## config.mk

```make
export PLATFORM = sky130hd
export DESIGN_NAME = cia402_drive_state_controller
export DESIGN_NICKNAME = d
export VERILOG_FILES = /design/src/rtl/cia402_dsc_pkg.sv /design/src/rtl/cia402_drive_state_controller.sv /design/src/rtl/cia402_dsc_calc.sv
export SDC_FILE = /design/constraint.sdc
export NUM_CORES = 1
export LEC_CHECK = 0
export BUFFER_PORTS_ARGS = -buffer_cell sky130_fd_sc_hd__buf_4
export CAP_MARGIN = 0
export CORE_MARGIN = 2
export CORE_UTILIZATION = 55
export CTS_CLUSTER_DIAMETER = 150
export DETAILED_ROUTE_END_ITERATION = 8
export GPL_ROUTABILITY_DRIVEN = 0
export GPL_TIMING_DRIVEN = 0
export PLACE_DENSITY_LB_ADDON = 0.05
export SLEW_MARGIN = 30
export SYNTH_ARGS = -nofsm -noshare
export SYNTH_HDL_FRONTEND = slang
export SYNTH_SLANG_ARGS = --single-unit
export TNS_END_PERCENT = 1
```

## constraint.sdc

```tcl
create_clock -name clk -period 4.55 [get_ports clk]
set_input_delay 0.6825 -clock clk [delete_from_list [all_inputs] [get_ports clk]]
set_output_delay 0.6825 -clock clk [all_outputs]
set_load 0.005 [all_outputs]
```

## src/rtl/cia402_dsc_pkg.sv

```systemverilog
// cia402_dsc_pkg: drive state codes, controlword values, statusword masks and values
// and the item/result types of the CiA402 drive state controller; no dependencies
`timescale 1ns / 1ps

package cia402_dsc_pkg;

    localparam logic [2:0] ST_NOT_READY      = 3'd0;
    localparam logic [2:0] ST_SW_ON_DISABLED = 3'd1;
    localparam logic [2:0] ST_READY          = 3'd2;
    localparam logic [2:0] ST_SWITCHED_ON    = 3'd3;
    localparam logic [2:0] ST_OP_ENABLED     = 3'd4;
    localparam logic [2:0] ST_FAULT          = 3'd5;

    localparam logic [15:0] CW_NONE        = 16'h0000;
    localparam logic [15:0] CW_SHUTDOWN    = 16'h0006;
    localparam logic [15:0] CW_SWITCH_ON   = 16'h0007;
    localparam logic [15:0] CW_ENABLE      = 16'h000F;
    localparam logic [15:0] CW_FAULT_RESET = 16'h0080;

    localparam logic [15:0] SW_MASK_SHORT  = 16'h004F;
    localparam logic [15:0] SW_MASK_LONG   = 16'h006F;
    localparam logic [15:0] SW_VAL_FAULT   = 16'h0008;
    localparam logic [15:0] SW_VAL_OP_EN   = 16'h0027;
    localparam logic [15:0] SW_VAL_SW_ON   = 16'h0023;
    localparam logic [15:0] SW_VAL_READY   = 16'h0021;
    localparam logic [15:0] SW_VAL_DISABLE = 16'h0040;

    typedef struct packed {
        logic [15:0]        status_word;
        logic signed [31:0] actual_position;
        logic [15:0]        drive_error_code;
        logic signed [15:0] actual_torque;
        logic signed [31:0] target_pos;
        logic               enable_request;
        logic               fault_reset_pulse;
        logic               zero_cal_pulse;
    } item_t;

    typedef struct packed {
        logic [15:0]        control_word;
        logic signed [31:0] target_out;
        logic               mode_write;
        logic [31:0]        velocity_limit_out;
        logic [2:0]         drive_state;
        logic               op_enabled;
        logic [15:0]        error_code_out;
        logic signed [31:0] position_counts;
        logic signed [15:0] actual_torque;
    } result_t;

endpackage

```

## src/rtl/cia402_drive_state_controller.sv

```systemverilog
// cia402_drive_state_controller: top level with input register, zero offset state
// and result register; depends on cia402_dsc_pkg and cia402_dsc_calc
`timescale 1ns / 1ps

// usage
// one process-image item enters on the in_valid/in_ready channel; each transfer
// yields exactly one result on the out_valid/out_ready channel, in order
// out_valid rises once the item has passed the input register and then the result
// register; throughput: one item per cycle while the receiver does not stall, set by
// the single pass of decode logic, one 32-bit add and one 32-bit subtract between the two registers
// when the receiver stalls the result register holds; the input register still
// takes one more item, and in_ready drops only when both stages are full
// the velocity limit is written through cfg_wr_en/cfg_wr_data, by the user only
// while idle (the block itself does not enforce this), and is copied into every result
// reset clears both valid flags, the zero offset and the velocity register;
// there is no clearing pass, the block is ready in the first cycle after reset
// zero_cal_pulse latches the raw position before the outputs of that item are
// formed, so its position_counts reads zero

module cia402_drive_state_controller (
    input  logic               clk,
    input  logic               rst_n,
    input  logic               in_valid,
    output logic               in_ready,
    input  logic [15:0]        status_word,
    input  logic signed [31:0] actual_position,
    input  logic [15:0]        drive_error_code,
    input  logic signed [15:0] actual_torque,
    input  logic signed [31:0] target_pos,
    input  logic               enable_request,
    input  logic               fault_reset_pulse,
    input  logic               zero_cal_pulse,
    output logic               out_valid,
    input  logic               out_ready,
    output logic [15:0]        control_word,
    output logic signed [31:0] target_out,
    output logic               mode_write,
    output logic [31:0]        velocity_limit_out,
    output logic [2:0]         drive_state,
    output logic               op_enabled,
    output logic [15:0]        error_code_out,
    output logic signed [31:0] position_counts,
    output logic signed [15:0] torque_out,
    input  logic               cfg_wr_en,
    input  logic [31:0]        cfg_wr_data
);
    import cia402_dsc_pkg::*;

    logic        in_valid_reg;
    logic        in_valid_next;
    item_t       item_reg;
    logic        out_valid_reg;
    logic        out_valid_next;
    result_t     result_reg;
    result_t     result_calc;
    logic [31:0] zero_offset_reg;
    logic [31:0] zero_offset_calc;
    logic [31:0] vel_limit_reg;
    logic        out_free;
    logic        advance;
    logic        in_xfer;

    assign out_free = !out_valid_reg || out_ready;
    assign advance  = in_valid_reg && out_free;
    assign in_ready = !in_valid_reg || out_free;
    assign in_xfer  = in_valid && in_ready;

    always_comb
    begin
        if (in_xfer)
            in_valid_next = 1'b1;
        else if (advance)
            in_valid_next = 1'b0;
        else
            in_valid_next = in_valid_reg;

        if (advance)
            out_valid_next = 1'b1;
        else if (out_ready)
            out_valid_next = 1'b0;
        else
            out_valid_next = out_valid_reg;
    end

    cia402_dsc_calc u_calc (
        .item             (item_reg),
        .zero_offset      (zero_offset_reg),
        .vel_limit        (vel_limit_reg),
        .result           (result_calc),
        .zero_offset_next (zero_offset_calc)
    );

    always_ff @(posedge clk or negedge rst_n)
    begin
        if (!rst_n)
        begin
            in_valid_reg    <= 1'b0;
            out_valid_reg   <= 1'b0;
            zero_offset_reg <= 32'h0000_0000;
            vel_limit_reg   <= 32'h0000_0000;
        end
        else
        begin
            in_valid_reg  <= in_valid_next;
            out_valid_reg <= out_valid_next;
            if (advance)
                zero_offset_reg <= zero_offset_calc;
            if (cfg_wr_en)
                vel_limit_reg <= cfg_wr_data;
        end
    end

    always_ff @(posedge clk)
    begin
        if (in_xfer)
        begin
            item_reg.status_word       <= status_word;
            item_reg.actual_position   <= actual_position;
            item_reg.drive_error_code  <= drive_error_code;
            item_reg.actual_torque     <= actual_torque;
            item_reg.target_pos        <= target_pos;
            item_reg.enable_request    <= enable_request;
            item_reg.fault_reset_pulse <= fault_reset_pulse;
            item_reg.zero_cal_pulse    <= zero_cal_pulse;
        end
        if (advance)
            result_reg <= result_calc;
    end

    assign out_valid          = out_valid_reg;
    assign control_word       = result_reg.control_word;
    assign target_out         = result_reg.target_out;
    assign mode_write         = result_reg.mode_write;
    assign velocity_limit_out = result_reg.velocity_limit_out;
    assign drive_state        = result_reg.drive_state;
    assign op_enabled         = result_reg.op_enabled;
    assign error_code_out     = result_reg.error_code_out;
    assign position_counts    = result_reg.position_counts;
    assign torque_out         = result_reg.actual_torque;

    // zero calibration reaches the offset register when its item leaves the input stage
    assert property (@(posedge clk) disable iff (!rst_n)
        advance && item_reg.zero_cal_pulse |=> zero_offset_reg == $past(item_reg.actual_position))
        else $error("zero offset not latched from calibrating item");

    // offset only moves with an item that asked for calibration
    assert property (@(posedge clk) disable iff (!rst_n)
        !(advance && item_reg.zero_cal_pulse) |=> $stable(zero_offset_reg))
        else $error("zero offset changed without calibration");

    // mode write only on the switched-on enable step
    assert property (@(posedge clk) disable iff (!rst_n)
        out_valid_reg && result_reg.mode_write |->
            result_reg.drive_state == ST_SWITCHED_ON && result_reg.control_word == CW_ENABLE)
        else $error("mode write outside switched-on enable");

    // error code and the fault reset controlword only reported in fault
    assert property (@(posedge clk) disable iff (!rst_n)
        out_valid_reg && result_reg.drive_state != ST_FAULT |->
            result_reg.error_code_out == 16'h0000 && result_reg.control_word != CW_FAULT_RESET)
        else $error("fault outputs outside fault state");

    // a full pipeline with a stalled receiver must not take another item
    assert property (@(posedge clk) disable iff (!rst_n)
        in_valid_reg && out_valid_reg && !out_ready |-> !in_ready)
        else $error("input taken with both stages full");

endmodule

```

## src/rtl/cia402_dsc_calc.sv

```systemverilog
// cia402_dsc_calc: combinational state decode, controlword build and position math
// for one registered item; depends on cia402_dsc_pkg
`timescale 1ns / 1ps

module cia402_dsc_calc (
    input  cia402_dsc_pkg::item_t   item,
    input  logic [31:0]             zero_offset,
    input  logic [31:0]             vel_limit,
    output cia402_dsc_pkg::result_t result,
    output logic [31:0]             zero_offset_next
);
    import cia402_dsc_pkg::*;

    logic [2:0]  state;
    logic [15:0] cw;
    logic        mode;
    logic [31:0] offset_eff;

    always_comb
    begin
        if ((item.status_word & SW_MASK_SHORT) == SW_VAL_FAULT)
            state = ST_FAULT;
        else if ((item.status_word & SW_MASK_LONG) == SW_VAL_OP_EN)
            state = ST_OP_ENABLED;
        else if ((item.status_word & SW_MASK_LONG) == SW_VAL_SW_ON)
            state = ST_SWITCHED_ON;
        else if ((item.status_word & SW_MASK_LONG) == SW_VAL_READY)
            state = ST_READY;
        else if ((item.status_word & SW_MASK_SHORT) == SW_VAL_DISABLE)
            state = ST_SW_ON_DISABLED;
        else
            state = ST_NOT_READY;
    end

    // latch takes effect before the outputs of the same item
    assign offset_eff = item.zero_cal_pulse ? item.actual_position : zero_offset;
    assign zero_offset_next = offset_eff;

    always_comb
    begin
        cw   = CW_NONE;
        mode = 1'b0;
        if (item.fault_reset_pulse)
        begin
            if (state == ST_FAULT)
                cw = CW_FAULT_RESET;
        end
        else if (item.enable_request)
        begin
            case (state)
                ST_FAULT:          cw = CW_NONE;
                ST_SW_ON_DISABLED: cw = CW_SHUTDOWN;
                ST_READY:          cw = CW_SWITCH_ON;
                ST_SWITCHED_ON:
                begin
                    cw   = CW_ENABLE;
                    mode = 1'b1;
                end
                ST_OP_ENABLED:     cw = CW_ENABLE;
                default:           cw = CW_SHUTDOWN;
            endcase
        end
        else
        begin
            if (state == ST_OP_ENABLED || state == ST_SWITCHED_ON || state == ST_READY)
                cw = CW_SHUTDOWN;
        end
    end

    always_comb
    begin
        result.control_word       = cw;
        result.target_out         = (state == ST_OP_ENABLED)
                                    ? item.target_pos + $signed(offset_eff)
                                    : item.actual_position;
        result.mode_write         = mode;
        result.velocity_limit_out = vel_limit;
        result.drive_state        = state;
        result.op_enabled         = (state == ST_OP_ENABLED);
        result.error_code_out     = (state == ST_FAULT) ? item.drive_error_code : 16'h0000;
        result.position_counts    = item.actual_position - $signed(offset_eff);
        result.actual_torque      = item.actual_torque;
    end

endmodule

```

* Word-level counts from Yosys, hierarchy flattened
Cells that the tools add are included.
** Storage, ports and cells
- Bits of input ports :: 152
- Register bits :: 321
- Output and inout port bits :: 151
- Logic and storage cells :: 62
** Operators by class
- Mux-type cells :: 17
- Reduce and logical (&&, ||, !) cells :: 12
- $add $sub $neg :: 2
- Eq/ne operators :: 9
- Bitwise gates (word level) :: 1
** Operator list (number)
- $mux W32 :: 2
- $add A32 B32 Y32 :: 1
- $mux W16 :: 2
- $sub A32 B32 Y32 :: 1
- $eq A6 B5 Y1 const B :: 3
- $mux W3 :: 5
- $pmux W4 S3 :: 1
- $mux W8 :: 1
- $eq A3 B2 Y1 const B :: 2
- $eq A3 B3 Y1 const B :: 2
- $mux W1 :: 6
- $eq A5 B4 Y1 const B :: 1
- $eq A5 B5 Y1 const B :: 1
- $logic_or A1 B1 Y1 :: 4
- $reduce_bool A2 Y1 :: 2
- $reduce_or A2 Y1 :: 2
- $logic_and A1 B1 Y1 :: 2
- $logic_not A1 Y1 :: 2
- $not A1 Y1 :: 1

* Logic depth before layout (Yosys ltp)
- Word-level depth :: 12
- Mapped depth :: 15
- Depth with buffers taken out :: 13

* By module
Synthesis repeated with hierarchy kept, for this count alone.
** Unflattened totals
- Cell total of the unflattened synthesis :: 1127
- Area, all modules :: 15387.3 um^2
** By module, submodules not included
- cia402_drive_state_controller :: times used 1, cells an instance 408, area an instance 10517.6 um^2, sequential area each 9579.2 um^2
- cia402_dsc_calc :: times used 1, cells an instance 719, area an instance 4869.7 um^2, sequential area each 0.0 um^2

* Worst setup path before layout
OpenSTA, ideal clock, no wires.
- Path type :: input-to-reg
- Start point :: in out_ready
- End point :: reg zero_offset_reg[31]
- Library setup time :: 0.125 ns
- Data required time :: 4.425 ns
- Buffers on the path :: 0
- Setup slack :: 0.275 ns
- Cell stages on the path :: 5
- Data arrival time :: 4.150 ns
- Cells stage by stage :: nand2b_1 > nand2_1 > inv_1 > nand2_1 > mux2_2
** Between the ends
- Word-level cells in the longest chain between the ends :: 2
** Ends and longest elaborated chain
- from (decl) :: RTL line cia402_drive_state_controller.sv:34 : input logic out_ready,
- $logic_or A1 B1 Y1 :: RTL line cia402_drive_state_controller.sv:63 : assign out_free = !out_valid_reg || out_ready;
- $logic_and A1 B1 Y1 :: RTL line cia402_drive_state_controller.sv:64 : assign advance = in_valid_reg && out_free;
- named net advance :: RTL line cia402_drive_state_controller.sv:60 : logic advance;
- to (signal assigned) :: RTL line cia402_drive_state_controller.sv:107 : zero_offset_reg <= zero_offset_calc;
- to (decl) :: RTL line cia402_drive_state_controller.sv:56 : logic [31:0] zero_offset_reg;
The timed path passes the listed nets, and every way through them passes these cells.
A chain may end at the register's enable or synchronous reset.

==> impl_metrics.ini <==
[outcome]
status = finished clean

[yosys]
synthXorXnorAreaFrac_pct = 3.81
synth-edff-count = 242
syn_inst = 1025
muxShareOfSynthArea_pct = 5.42
synth_area_um2 = 13800
async_reset_ff_share_pct = 21.4
synth-compound-area-share_pct = 10.3
synth_warnings = 0
ys.flop_type = edfxtp_1
synth_fa_ha_area_share_pct = 6.00
synth.distinct_cells = 64
synth-simple-area-share_pct = 6.92
seq_area_frac_synth_pct = 64.6
synth.avg_cell_area_um2 = 13.5
synth_top_family_by_area = compound AO/OA/AOI/OAI gates
ys_ff_latch = 308

[power_and_ir_drop]
powerDensity_nw_per_um2 = 446
p_leak_uw = 0.00757
ir_worst_vdd_mv = 0.316
switching_power_uw = 2100
p_clk_share_pct = 32.3
internal-power_uw = 5710
seq_power_share_pct = 45.5
p_sw_share_pct = 26.9
pwr-share-comb_pct = 22.2

[floorplanning]
boundaryPins = 303
die_w_um = 162
num_rows = 57
die_area_um2 = 26400
initial_core_util_pct = 56.5
dieHeight_um = 162
core_um2 = 24500

[grt]
grt_max_degree = 96
grt_pass1_vias = 9019
grt_usage_pct = 22.6
grt-ovfl-total = 0
antenna_found_initial = 1
grt_pass1_wl_um = 46400

[timing]
setup_viol = 0
finalCritPeriodShare_pct = 97.2
hold_violations = 0
final.setup_skew_ns = 0.0120
fin_tns_setup_ns = 0
relSlewSlack_pct = 50.6
worstMarginPinSlew_ns = 0.741
drv_slew = 0
whs_ns = 0.114
rsz0062_at_grt = true
fmax_mhz = 226
period_minus_slack_ns = 4.42

[critical_path]
crit_type = reg -> reg
rrSetupSlack_ns = 0.13
end_kind = flop
cp.required_ns = 4.86
ff2ff_path_depth = 14
path_max_fanout = 10
r2r-end = target_out[31]
critPathLaunchType = flop
arrival_ns = 4.73
timing.rr.start = item_reg[0]

[detailed_routing]
route.detailed.wl_per_inst_um = 17.8
drc = 0
dr.pass1.iters = 5
drt_wl_total_um = 30200
dr_total_vias = 8963
drt_iter0_markers = 543
vias_per_cell = 5.27
ant_nets = 0

[clock_tree]
hold_buffers = 0
cts_tree = built
numCtsBuffers = 31
clkSinkCount = 308
root_buffer = clkbuf_16
cts_buffer_depth = 3
insertion_delay_ns = 0.56
cts.clk_slew.worst_paths_ns = 0.06
cts_htree_levels = 1
postCtsSetupRepairBufs = 0

[cells_and_area]
syn_to_final_growth_pct = 26.8
largest_reg_flops = 105
fillers = 1766
fin_util_pct = 71.6
drive_gt1_share_pct = 29.7
mostFrequentLayoutCell = buf_4
post-route-cell-area_um2 = 17500
nets = 1567
instances_no_fill = 1700
final_cell_mix = 291 x buf_4, 242 x edfxtp_1, 92 x nand2_1, 83 x o21ai_0, 66 x dfrtp_1

[place]
dp_hpwl_um = 22100
port_buffers = 280
dpl_cell_area_um2 = 16400
placed_cells = 1642

[hold_path]
holdCritPathClass = in -> async

[flow_run]
cap_violations = 0
[per-stage QoR]
stage | power, µW | setup WS (ns)
after global routing | 8180 | -0.114
after floorplan | 4670 | 0.275
after CTS | 7840 | 0.0189
after global placement | 5280 | -1.30
after detailed placement | 5310 | -0.522
final | 7810 | 0.126
[cell type report]
type | instances | area [µm²] | share of cell area [%]
clock inverter | 11 | 125 | 0.714
antenna | 1 | 2.50 | 0.0143
timing repair buffer | 283 | 2180 | 12.5
inverter | 51 | 199 | 1.14
buffer | 44 | 220 | 1.26
tap | 324 | 405 | 2.31
clock buffer | 47 | 906 | 5.17
sequential | 308 | 8920 | 50.9
multi-input combinational | 631 | 4560 | 26.0
[worst max-delay path: stages (launching register included)]
cell and delay, ns:
edfxtp_1 0.59, clkbuf_4 0.37, mux2i_1 0.36, inv_1 0.08, ha_1 0.35, o211ai_1 0.14, o211ai_1 0.43, a211oi_4 0.17
nor4_4 0.44, o211ai_2 0.15, a21oi_2 0.21, a211oi_2 0.10, xnor2_1 0.16, mux2_1 0.33, a221o_1 0.29
[cell usage after synthesis, types with 27 or more instances]
| library cell | n | area share [%] |
|---|---|---|
| edfxtp_1 | 242 | 53 |
| mux2i_1 | 32 | 2.3 |
| nor2_1 | 27 | 0.73 |
| a21oi_1 | 48 | 1.7 |
| inv_1 | 51 | 1.4 |
| o21ai_0 | 83 | 3.0 |
| clkbuf_1 | 28 | 0.76 |
| nand2_1 | 92 | 2.5 |
| xnor2_1 | 35 | 2.2 |
| dfrtp_1 | 66 | 12 |
| ha_1 | 63 | 5.7 |
| mux2_2 | 37 | 3.0 |
| a21o_1 | 32 | 1.7 |
[per-layer routing]
layer	share of wire, %	vias to the layer above	global-route usage, %
met4	2.2	0	6.19
li1	-	4389	-
met2	50	251	39.7
met1	42	4266	29.7
met5	0	-	0
met3	5.8	57	3.08
[power groups by stage]
stage	combinational [µW]	clock (µW)	sequential, µW
floorplan	1070	0	3610
global placement	1660	0	3620
detailed placement	1710	0	3600
CTS	1720	2570	3550
global route	1920	2680	3580
finish	1730	2520	3550
[how the worst max path moves through the flow]
stage                           to        start  cells past startpoint  slack [ns]
3_5_place_dp        target_out[30]  item_reg[0]                     14       -0.52
5_1_grt             target_out[31]  item_reg[0]                     14       -0.11
2_1_floorplan  zero_offset_reg[31]    out_ready                      5        0.27
4_1_cts             target_out[31]  item_reg[0]                     14        0.02
6_report            target_out[31]  item_reg[0]                     14        0.13
3_3_place_gp    zero_offset_reg[0]    out_ready                      5       -1.30
[cell families after synthesis]
logic type	count (synthesis)
and+or+nand+nor	199
xor gates and xnor gates	60
muxes	70
buffers and inverters	96
AOI/OAI and AO/OA	226
adders and majority gates	65
other	1
DFF	308
[timing repair]
action	CTS	global route
pin swaps	0	1
setup endpoints to repair	13	3
hold endpoints to repair	0	0
resized for setup	4	4
Note: power is estimated with default switching activity, not from simulation.
